==> src/design/mphr_pkg.sv <==
// Package for the maximum-height raster: sizes, register indexes and types.
`default_nettype none
package mphr_pkg;
    localparam int MAX_COLUMNS = 64;
    localparam int MAX_ROWS = 64;
    localparam int STORE_DEPTH = MAX_COLUMNS * MAX_ROWS;
    localparam int ADDR_W = $clog2(STORE_DEPTH);
    localparam int COL_W = $clog2(MAX_COLUMNS + 1);
    localparam int ROW_W = $clog2(MAX_ROWS + 1);
    localparam logic signed [31:0] LOWEST_HEIGHT = 32'sh8000_0000;
    localparam logic [16:0] DIAG_SCALE = 17'd46341;

    localparam logic [2:0] REG_X_ORIGIN = 3'd0;
    localparam logic [2:0] REG_Y_TOP = 3'd1;
    localparam logic [2:0] REG_CELL_SIZE = 3'd2;
    localparam logic [2:0] REG_COLUMNS_USED = 3'd3;
    localparam logic [2:0] REG_ROWS_USED = 3'd4;
    localparam logic [2:0] REG_FOOTPRINT_RADIUS = 3'd5;

    localparam logic OP_ADD = 1'b0;
    localparam logic OP_READ = 1'b1;

    // Request from the sequencer to the divider.
    typedef struct packed {
        logic start;
        logic signed [33:0] dividend;
        logic [19:0] divisor;
    } t_div_req;

    typedef struct packed {
        logic done;
        logic signed [34:0] quotient;
    } t_div_rsp;
endpackage
`default_nettype wire

==> src/design/mphr_divider.sv <==
// Restoring floor divider, one quotient bit per cycle.
`default_nettype none
module mphr_divider
    import mphr_pkg::*;
(
    input  wire logic     i_clk,
    input  wire logic     i_rst_n,
    input  wire t_div_req i_req,
    output t_div_rsp      o_rsp
);
    logic        r_busy, n_busy;
    logic [5:0]  r_cnt, n_cnt;
    logic [33:0] r_quo, n_quo;
    logic [20:0] r_rem, n_rem;
    logic [19:0] r_dsr, n_dsr;
    logic        r_neg, n_neg;
    logic        r_done, n_done;
    logic [20:0] w_trial;
    logic [34:0] w_q;

    always_comb begin
        n_busy = r_busy;
        n_cnt = r_cnt;
        n_quo = r_quo;
        n_rem = r_rem;
        n_dsr = r_dsr;
        n_neg = r_neg;
        n_done = 1'b0;
        w_trial = {r_rem[19:0], r_quo[33]};
        if (i_req.start) begin
            n_busy = 1'b1;
            n_cnt = 6'd34;
            n_neg = i_req.dividend[33];
            n_quo = i_req.dividend[33] ? 34'(-i_req.dividend) : 34'(i_req.dividend);
            n_rem = '0;
            n_dsr = i_req.divisor;
        end else if (r_busy) begin
            if (w_trial >= {1'b0, r_dsr}) begin
                n_rem = w_trial - {1'b0, r_dsr};
                n_quo = {r_quo[32:0], 1'b1};
            end else begin
                n_rem = w_trial;
                n_quo = {r_quo[32:0], 1'b0};
            end
            n_cnt = r_cnt - 6'd1;
            if (r_cnt == 6'd1) begin
                n_busy = 1'b0;
                n_done = 1'b1;
            end
        end
    end

    // Negative dividends round toward minus infinity.
    always_comb begin
        if (r_neg) begin
            w_q = (r_rem != '0) ? -{1'b0, r_quo} - 35'd1 : -{1'b0, r_quo};
        end else begin
            w_q = {1'b0, r_quo};
        end
    end

    assign o_rsp.done = r_done;
    assign o_rsp.quotient = w_q;

    always_ff @(posedge i_clk) begin
        if (!i_rst_n) begin
            r_busy <= 1'b0;
            r_done <= 1'b0;
            r_cnt <= '0;
        end else begin
            r_busy <= n_busy;
            r_done <= n_done;
            r_cnt <= n_cnt;
        end
        r_quo <= n_quo;
        r_rem <= n_rem;
        r_dsr <= n_dsr;
        r_neg <= n_neg;
    end
endmodule
`default_nettype wire

==> config.mk <==
export PLATFORM = sky130hd
export DESIGN_NAME = mphr_divider
export DESIGN_NICKNAME = d
export VERILOG_FILES = /design/src/design/mphr_pkg.sv /design/src/design/mphr_divider.sv
export SDC_FILE = /design/constraint.sdc
export NUM_CORES = 1
export LEC_CHECK = 0
export CAP_MARGIN = 10
export CORE_ASPECT_RATIO = 0.8
export CORE_UTILIZATION = 53
export CTS_BUF_LIST = sky130_fd_sc_hd__clkbuf_4 sky130_fd_sc_hd__clkbuf_8 sky130_fd_sc_hd__clkbuf_16
export CTS_CLUSTER_SIZE = 14
export DETAILED_ROUTE_END_ITERATION = 12
export DONT_BUFFER_PORTS = 1
export PLACE_DENSITY = 0.68
export REMOVE_ABC_BUFFERS = 1
export SYNTH_ARGS = -nofsm -noshare
export SYNTH_HDL_FRONTEND = slang
export SYNTH_SLANG_ARGS = --single-unit
==> constraint.sdc <==
create_clock -name i_clk -period 9.8 [get_ports i_clk]
set_input_delay 1.47 -clock i_clk [delete_from_list [all_inputs] [get_ports i_clk]]
set_output_delay 1.47 -clock i_clk [all_outputs]
set_load 0.005 [all_outputs]
# Word-level counts from Yosys, hierarchy flattened
# Cells that the tools add are included.
[op_classes]
addsub = 5
order_cmp = 1
eq_ne = 1
muxes = 13
n_bitwise = 2
n_reduce_logical = 4
[ops]
columns = ["operator", "count"]
rows = [
  ["34-bit 2-to-1 mux", 3],
  ["35-bit 2-to-1 mux", 2],
  ["34-bit negation with 35-bit output", 1],
  ["35-bit by 1-bit subtractor with 35-bit output (second input constant)", 1],
  ["34-bit negation", 1],
  ["21-bit by 20-bit >= comparator with 1-bit output", 1],
  ["21-bit 2-to-1 mux", 1],
  ["21-bit nonzero test", 1],
  ["21-bit by 20-bit subtractor with 21-bit output", 1],
  ["6-bit 2-to-1 mux", 2],
  ["6-bit by 1-bit == test with 1-bit output (second input constant)", 1],
  ["6-bit by 1-bit subtractor with 6-bit output (second input constant)", 1],
  ["1-bit 2-to-1 mux", 5],
  ["3-bit OR reduction", 1],
  ["1-bit NOT", 2],
  ["2-bit nonzero test", 1],
  ["2-bit OR reduction", 1],
]
[word_totals]
regBits = 84
inputBits = 57
out_inout_bits = 36
wordCells = 34

# Depth between registers and ports, before layout
# Gate-level depths: netlist of the first run.
[logic_depth]
depth_word = 4
mapped_depth = 13
mapped_depth_nobuf = 12

# Least setup slack after synthesis of the first run
# Ideal clock, no wire load.
[synth_timing]
path_type = "flip-flop to output port"
start = "register r_quo[0]"
end = "output port o_rsp[31] (netlist bit)"
t_arrival_ns = 3.567
required_time_ns = 8.330
slack_ns = 4.763
path_stages_with_launch = 13
n_path_buf = 1
path_cell_list = "edfxtp_1 -> buf_1 -> inv_1 -> ha_1 -> or4b_2 -> nor3_2 -> mux2i_1 -> a31o_2 -> nand4_1 -> nor4_4 -> a211oi_1 -> a311o_1 -> xnor2_1"
[synth_rtl]
columns = ["item", "line_no", "rtl"]
rows = [
  ["start, declared", "mphr_divider.sv:13", "logic [33:0] r_quo, n_quo;"],
  ["start signal, assigned", "mphr_divider.sv:75", "r_quo <= n_quo;"],
  ["end, declared", "mphr_divider.sv:9", "output t_div_rsp o_rsp"],
]

==> results of run 1 <==
## critical path: stages, from the launching register on
cell,delay [ns]
edfxtp_1,0.55
inv_1,0.11
ha_1,0.23
nor4b_4,0.47
a32oi_1,0.13
nor4_2,0.68
nand4_1,0.55
nor4_4,0.69
a211oi_1,0.15
a311o_1,0.35
xnor2_1,0.22
## layer usage
metal	global-route usage [%]	vias up	wire [um]
met3	8.298	11	1592
met1	40.90	3123	9503
met5	0	-	0
li1	-	3158	-
met4	4.351	0	108
met2	41.13	224	8059
## registers in the layout (all words and copies together), names as in the netlist
name    cells
r_dsr      20
r_cnt       6
r_done      1
r_rem      21
r_quo      34
r_neg       1
r_busy      1
## layout make-up
| type | instances | area share (%) |
|---|---|---|
| repair buffers | 3 | 0.2970 |
| well taps | 175 | 2.887 |
| clock buffers | 9 | 2.970 |
| multi-input cells | 702 | 60.80 |
| clock inverters | 7 | 1.683 |
| flip-flops and latches | 84 | 29.43 |
| inverters | 39 | 1.930 |
## path summary, 6_finish.rpt
path / startpoint / to / slack [ns] / cells past startpoint
setup / recovery: r_quo[0]$_DFFE_PP_ / o_rsp[31] / 3.83 / 10
hold / removal: r_rem[20]$_SDFFE_PP0P_ / r_rem[20]$_SDFFE_PP0P_ / 0.52 / 2
setup reg to reg: r_quo[33]$_DFFE_PP_ / r_rem[18]$_SDFFE_PP0P_ / 6.32 / 12
hold reg to reg: r_rem[20]$_SDFFE_PP0P_ / r_rem[20]$_SDFFE_PP0P_ / 0.52 / 2
## placed cells by master, fill, tap and decap left out, types with 29 or more instances in the layout
cell	n
a21oi_1	75
nor2_1	117
nor3_1	29
xnor2_1	47
inv_1	39
edfxtp_1	55
o21ai_0	38
dfxtp_1	29
xor2_1	50
nand2_1	53
## per-stage QoR
step	worst slack, ns	area, um^2	util, %
after global placement	4.442	7231	55.39
final	3.834	7584	58.09
after CTS	3.890	7584	58.09
after detailed placement	4.289	7231	55.39
after global routing	3.531	7584	58.09
after floorplan	4.843	6984	-
## kinds of logic (layout without fill, tap and decap cells)
group	after synthesis	in the layout
flip-flops	84	84
XOR/XNOR	97	97
adder cells (fa/ha/maj)	25	25
multiplexers	14	14
AO/OA/AOI/OAI	226	226
AND/OR/NAND/NOR	340	340
buffers and inverters	90	58
## where the power goes
group	internal, uW	leakage [uW]	switching (uW)
logic	122	0.00180	166
clock network	254	0.000174	159
registers	417	0.000779	59.8
==> metrics.txt, run 1 <==
CTS root buf=clkbuf_16; die height=106.3 um; Final Skew=~0.0085 ns; fin crit share=about 61%; EDFF count, synth=55; cts repair resizes=0; synth warn=0; GRT Resource Usage Total=between 20 and 30%; IO buf count=0; iteration count of the initial detailed-routing pass=5; via/cell ratio=about 6.4; die area=between 10000 and 15000 um^2; post-synthesis mux area share=a little over 2%; Skew-Pair Late Insertion Delay=about 0.36 ns; core area=~13000 um^2; critical path class=reg2out; Power Density=between 150 and 200 nW/um^2; sequential area share after synthesis=between 30 and 40%; CTS tree=built; dpl hpwl=14000 um; antenna violations before repair=0; count leader, synth=nor2_1; XOR/XNOR Fraction of Synth Area=11.79%; io pins=between 90 and 100; Congestion Overflow GR=0; clock sink count=84; Synth area leader=edfxtp_1; share of layout cells above drive strength 1=under 10%; final hold viol count=0; Cells after Synth=about 900; Synth Cell Area=roughly 7000 um^2; Setup TNS Final=0 ns; Post-synth top cells=117 x nor2_1, 75 x a21oi_1, 55 x edfxtp_1, 53 x nand2_1, 50 x xor2_1; via count=between 6k and 7k; Post-Synth Adder-Cell Area=between 4 and 5%; WP data required=between 8 and 9 ns; largest net degree at the start of global routing=roughly 110; non-filler cells in the finished layout=between 1k and 1.5k; post-synth top area share=approximately 23%; startpoint class of the critical path=register; fmax=between 0.15 and 0.2 GHz; hold slack=0.5167 ns; RSZ-0062 raised after global routing=false; Tightest Pin Transition=just over 1 ns; Data arrival, critical path=approximately 4.5 ns; Final Critical Period=5.966 ns; Lkg Pwr=between 0.002 and 0.003 uW; Synth Area in Simple Gates=between 20% and 30%; Inserted Diodes=0; wire per inst=around 19 um; Die Span X=132.4 um; DRC=0; P&R area growth vs syn=5.207%; status=finished clean; multi-input logic area=4611 um^2; max-slew violations=0; Netlist cell types=80; setup repair bufs after CTS=0; drt total wl=~19000 um; Tot Pwr=1178 uW; Hold-fix buffers, CTS=0; Top FF cell, synth=edfxtp_1; top post-synthesis cells by area=edfxtp_1 23%, dfxtp_1 8.1%, nor2_1 6.1%; Initial Util=55.21%; maximum vdd drop=roughly 0.000085 V; Placed Instances=1003; global-route wire length before repair=approximately 31000 um; ys async rst share=0%; critical path capture point type=output pin; drt initial violations=448; FF/Latch Area=roughly 2200 um^2; Yosys reg bits=between 80 and 90; # Max-Cap Violations=0; main combinational cell family by area after synthesis=simple AND/OR/NAND/NOR gates; Final #Nets=approximately 920; Hold WC Path Type=reg2reg; fill count=between 1k and 1.5k; Clk pin slew, worst setup/hold paths=0.07 ns; htree depth=3; vias in the first global route=between 5k and 6k; Syn Area/Cell=roughly 8.2 um^2; total CTS buffers=9; critical-path maximum fanout=11; Synth Area in Compound Gates=around 20%; Max-Slew Margin vs Limit=between 30% and 40%; Routed Antenna Nets=0; Rows=37; Clock Path Buffers=2; Placer Congestion=0.9350; endpoints failing setup=0
(Power assumes the default switching activity.)
==> run 2: changes to the inputs <==
==> constraint.sdc (replaced) <==
create_clock -name i_clk -period 5.9 [get_ports i_clk]
set_input_delay 0.885 -clock i_clk [delete_from_list [all_inputs] [get_ports i_clk]]
set_output_delay 0.885 -clock i_clk [all_outputs]
set_load 0.005 [all_outputs]
==> run 2 against run 1 <==
Utilization rose by 0.057 points. Via count rose by 0.17%. Worst setup slack got worse by 3.3 ns. Routed wire length rose by 2.2%. Hold slack improved by 0.0012 ns. Count of clock-buffer cells in the layout did not move. Sequential share of layout area barely moved. Power rose by 67%. First-iteration DRC count rose by 15%. Final area barely moved. Combinational power rose by 69%.
==> metrics.txt, run 2 (same netlist as run 1, synthesis figures left out) <==
Int Pwr=1318 uW; Skew-Pair Late Insertion Delay=~0.36 ns; met2 wire length=8368 um; most frequent cells in the layout=117 x nor2_1, 75 x a21oi_1, 55 x edfxtp_1; Routed Antenna Nets=0; Final Skew=between 0.006 and 0.007 ns; Congestion Overflow GR=0; Tightest Pin Transition=roughly 1.0 ns; final hold viol count=0; vias in the first global route=a little over 6k; critical-path maximum fanout=11; max-slew violations=0; via/cell ratio=6.399; IO buf count=0; M1 wire length=between 9000 and 10000 um; critical path capture point type=output pin; cts repair resizes=0; Psw=about 650 uW; drt total wl=roughly 20000 um; sequential power share=40.1%; Power Density=around 260 nW/um^2; WP data required=roughly 5.0 ns; status=finished clean; htree depth=3; hold slack=~0.52 ns; Placer Congestion=about 0.91; Clock Path Buffers=2; startpoint class of the critical path=register; P&R area growth vs syn=5.312%; fmax=0.1867 GHz; DRC=0; Hold-fix buffers, CTS=0; wire per inst=a little under 20 um; Final #Nets=approximately 920; WL met3=between 1500 and 2000 um; critical path class=reg2out; drt initial violations=516; max FFs per register=34; # Max-Cap Violations=0; Final Critical Period=around 5.4 ns; core area=13060 um^2; iteration count of the initial detailed-routing pass=6; Comb pwr share=approximately 25%; share of layout cells above drive strength 1=between 6 and 7%; via count=~6.5k; setup repair bufs after CTS=0; Lkg Pwr=0.002760 uW; Hold WC Path Type=reg2reg; CTS tree=built; Largest Register=r_quo; die height=around 110 um; total CTS buffers=9; Max-Slew Margin vs Limit=approximately a third; io pins=between 90 and 100; Sw Ratio=32.99%; Setup TNS Final=0 ns; Inserted Diodes=0; largest net degree at the start of global routing=about 110; GRT Resource Usage Total=~29%; commonest non-fill, non-tap cell in the layout=nor2_1; Data arrival, critical path=about 4.5 ns; dpl hpwl=about 14000 um; clock sink count=84; Top Layer Used=met5; maximum vdd drop=0.0001508 V; die area=approximately 14000 um^2; Initial Util=a little under three fifths; CTS root buf=clkbuf_16; Top Registers=r_quo x34, r_rem x21, r_dsr x20; fin crit share=between 90% and 100%; Rows=37; Clk pin slew, worst setup/hold paths=around 0.070 ns; RSZ-0062 raised after global routing=false; endpoints failing setup=0; Die Span X=roughly 130 um; antenna violations before repair=1; clock group share of total power=between 30% and 40%; global-route wire length before repair=32000 um
-- run 2: cell types whose count changed in the layout (fill, tap and decap cells not counted), sizes merged --
cell and delta:
buf +1
-- run 2: stage by stage --
step	power, uW	util, %	std cells	worst slack, ns	instance area [um^2]
after global routing	2059	58.15	1020	0.1978	7591
after CTS	1973	58.15	1020	0.5755	7591
after floorplan	1154	-	825	1.528	6984
after global placement	1264	55.44	1004	1.125	7238
after detailed placement	1277	55.44	1004	0.9662	7238
final	1967	58.15	1020	0.5440	7591
-- run 2: power groups by stage --
stage               clock [uW]  combinational, uW  sequential [uW]
floorplan                    0                378              776
global placement             0                467              797
global route               719                540              800
CTS                        703                483              787
finish                     692                487              789
detailed placement           0                478              799
-- run 2: cell type report --
class                   instances  area (um^2)
repair buffers                  4        30.03
flip-flops and latches         84         2232
fillers                      1214         5464
clock buffers                   9        225.2
inverters                      39        146.4
well taps                     175        219.0
multi-input cells             702         4611
clock inverters                 7        127.6
-- run 2: critical path, stage by stage (launching register included) --
cell	delay, ns
edfxtp_1	0.57
inv_1	0.12
ha_1	0.23
nor4b_4	0.50
a32oi_1	0.17
nor4_2	0.64
nand4_1	0.50
nor4_4	0.67
a211oi_1	0.16
a311o_1	0.35
xnor2_1	0.21
-- run 2: path summary, 6_finish.rpt --
kind	start	end	slack (ns)	cells past startpoint
worst max-delay path	r_quo[0]$_DFFE_PP_	o_rsp[31]	0.54	10
worst min-delay path	r_rem[15]$_SDFFE_PP0P_	r_rem[15]$_SDFFE_PP0P_	0.52	2
worst max register to register	r_quo[33]$_DFFE_PP_	r_rem[10]$_SDFFE_PP0P_	2.31	11
worst min register to register	r_rem[15]$_SDFFE_PP0P_	r_rem[15]$_SDFFE_PP0P_	0.52	2
-- run 2: layer usage --
layer  vias up  GRT usage [%]
met5         -              0
met4         2          6.240
met3        20          7.344
met2       241          42.37
met1      3105          42.10
li1       3159              -
==> run 3: changes to the inputs <==
--- a/config.mk
+++ b/config.mk
@@ -5,14 +5,15 @@
 export SDC_FILE = /design/constraint.sdc
 export NUM_CORES = 1
 export LEC_CHECK = 0
+export BUFFER_PORTS_ARGS = -buffer_cell sky130_fd_sc_hd__buf_2
 export CAP_MARGIN = 10
 export CORE_ASPECT_RATIO = 0.8
+export CORE_MARGIN = 4
 export CORE_UTILIZATION = 53
 export CTS_BUF_LIST = sky130_fd_sc_hd__clkbuf_4 sky130_fd_sc_hd__clkbuf_8 sky130_fd_sc_hd__clkbuf_16
 export CTS_CLUSTER_SIZE = 14
 export DETAILED_ROUTE_END_ITERATION = 12
-export DONT_BUFFER_PORTS = 1
-export PLACE_DENSITY = 0.68
+export PLACE_DENSITY = 0.77
 export REMOVE_ABC_BUFFERS = 1
 export SYNTH_ARGS = -nofsm -noshare
 export SYNTH_HDL_FRONTEND = slang
==> constraint.sdc (replaced) <==
create_clock -name i_clk -period 4.7 [get_ports i_clk]
set_input_delay 0.705 -clock i_clk [delete_from_list [all_inputs] [get_ports i_clk]]
set_output_delay 0.705 -clock i_clk [all_outputs]
set_load 0.005 [all_outputs]
==> run 3 against run 2 <==
Hold slack got worse by 0.0060 ns. Non-clock buffer count grew 130. Utilization grew 5.8 points. Clock skew rose by 0.0083 ns. Combinational power up 60%. Power up 27%. Sequential power is 22% higher. Clock power is 9.4% higher. Final cell count rose by 13%. Critical endpoint is now o_rsp[28]. Flip-flop and latch count is the same.
==> metrics.txt, run 3 (same netlist as run 1, synthesis figures left out) <==
max-slew violations=0; via count=6979; # Max-Cap Violations=0; die height=112.3 um; Hold WC Path Type=in2reg; Tot Pwr=about 2500 uW; core area=13100 um^2; Clk pin slew, worst setup/hold paths=around 0.07 ns; Tightest Pin Transition=0.9019 ns; antenna violations before repair=0; wire per inst=roughly 18 um; hold slack=0.5118 ns; fmax=approximately 0.22 GHz; fill count=1133; Clock Path Buffers=2; maximum vdd drop=approximately 0.0002 V; Die Span X=between 100 and 150 um; via/cell ratio=~6.1; Skew-Pair Late Insertion Delay=0.36 ns; crit-path leading delay family=simple AND/OR/NAND/NOR gates; iteration count of the initial detailed-routing pass=5; Lkg Pwr=0.003313 uW; GRT Resource Usage Total=between 20% and 30%; largest net degree at the start of global routing=63; share of layout cells above drive strength 1=between 20 and 25%; Largest Register=r_quo; commonest non-fill, non-tap cell in the layout=nor2_1; CTS tree=built; htree depth=3; critical path capture point type=output pin; Power Density=299.1 nW/um^2; CTS root buf=clkbuf_16; startpoint class of the critical path=register; drt total wl=between 20000 and 25000 um; Routed Antenna Nets=0; critical-path maximum fanout=7; final hold viol count=0; placed cell area=a little under 8000 um^2; cell area after layout=roughly 8400 um^2; Rows=37; Placer Congestion=roughly 0.95; multi-input logic area=4690 um^2; CP max stage cell=edfxtp_1; Congestion Overflow GR=0; status=finished clean; Placed Instances=around 1.1k; drt initial violations=638; Hold-fix buffers, CTS=0; P&R area growth vs syn=16.16%; Data arrival, critical path=between 3 and 4 ns; Max-Slew Margin vs Limit=38.32%; Final Skew=around 0.015 ns; io pins=93; clock sink count=84; critical path class=reg2out; fin crit share=between 90% and 100%; endpoints failing setup=0; vias in the first global route=6222; max FFs per register=34; FF/Latch Area=between 2000 and 2500 um^2; non-filler cells in the finished layout=roughly 1.2k; Initial Util=between 50% and 60%; worst-path cell chain=nor3_4 -> nand4_4 -> nor4_4 -> or4b_4 -> mux2_4 -> or4_4 -> mux2i_1 -> a21oi_2 -> xor2_1 -> buf_2; WP data required=3.99 ns; Final #Nets=~1.1k; global-route wire length before repair=32670 um; dpl hpwl=14800 um; most frequent cells in the layout=116 x nor2_1, 91 x buf_2, 74 x a21oi_1; total CTS buffers=9; die area=around 16000 um^2; DRC=0; CP max stage delay=around 0.54 ns; Top Registers=r_quo x34, r_rem x21, r_dsr x20; IO buf count=92; Buf+Inv Stages, Crit Path=1; Final Critical Period=about 4.6 ns
[run 3: cell count changes in the layout (fill, tap and decap cells not counted), moves of 2 or more]
cell and change:
buf_2 +91, buf_4 +39, bufinv_16 -2, nor3_1 -2
nor3_4 +2, or4b_4 +2
[run 3: area by class of cell]
cell class	count	area share, %
tap	175	2.615
multi-input combinational	702	56.01
antenna	1	0.02989
clock inverter	6	0.8667
inverter	39	1.748
clock buffer	10	2.779
timing repair buffer	134	9.295
sequential	84	26.66
[run 3: power breakdown]
group | total (uW) | switching, uW | internal (uW)
clock | 757 | 331 | 426
sequential | 966 | 96.0 | 870
combinational | 781 | 443 | 339
total | 2500 | 870 | 1630
[run 3: worst reg2reg max path, delay by kind of cell, from the launching register on]
kind	cells	cell delay [ns]
flops	1	0.49
fa+ha+maj	1	0.23
simple gates	2	0.35
compound gates	7	2.26
buf+inv	1	0.08
[run 3: path summary, 6_finish.rpt]
check	from	end	slack (ns)	depth (start not counted)
max	r_quo[9]$_DFFE_PP_	o_rsp[28]	0.11	10
min	i_req[12]	r_dsr[12]$_DFFE_PP_	0.51	1
max reg2reg	r_quo[33]$_DFFE_PP_	r_rem[10]$_SDFFE_PP0P_	1.22	11
min reg2reg	r_rem[2]$_SDFFE_PP0P_	r_rem[2]$_SDFFE_PP0P_	0.53	2
[run 3: stage by stage]
step	util [%]	setup TNS, ns	setup slack, ns
after floorplan	-	0	0.5078
after global placement	60.04	0	0.4686
after detailed placement	60.04	0	0.3706
after CTS	62.41	0	0.06256
after global routing	63.89	-0.05724	-0.04067
final	63.91	0	0.1145
[run 3: per-layer routing]
layer  wire, um  up-vias  global-route usage (%)  share of wire (%)
li1           -     3417                       -                  -
met1      10170     3251                   40.26                 50
met2       8100      282                   34.88                 40
met3       1835       29                   6.175                9.0
met4        248        0                   5.332                1.2
met5          0        -                       0                  0
[run 3: what timing repair did]
item | 4_1_cts | 5_1_grt
endpoints found under the setup margin | 2 | 13
buffers inserted | 0 | 16
pin swaps | 0 | 6
resized for setup | 2 | 15
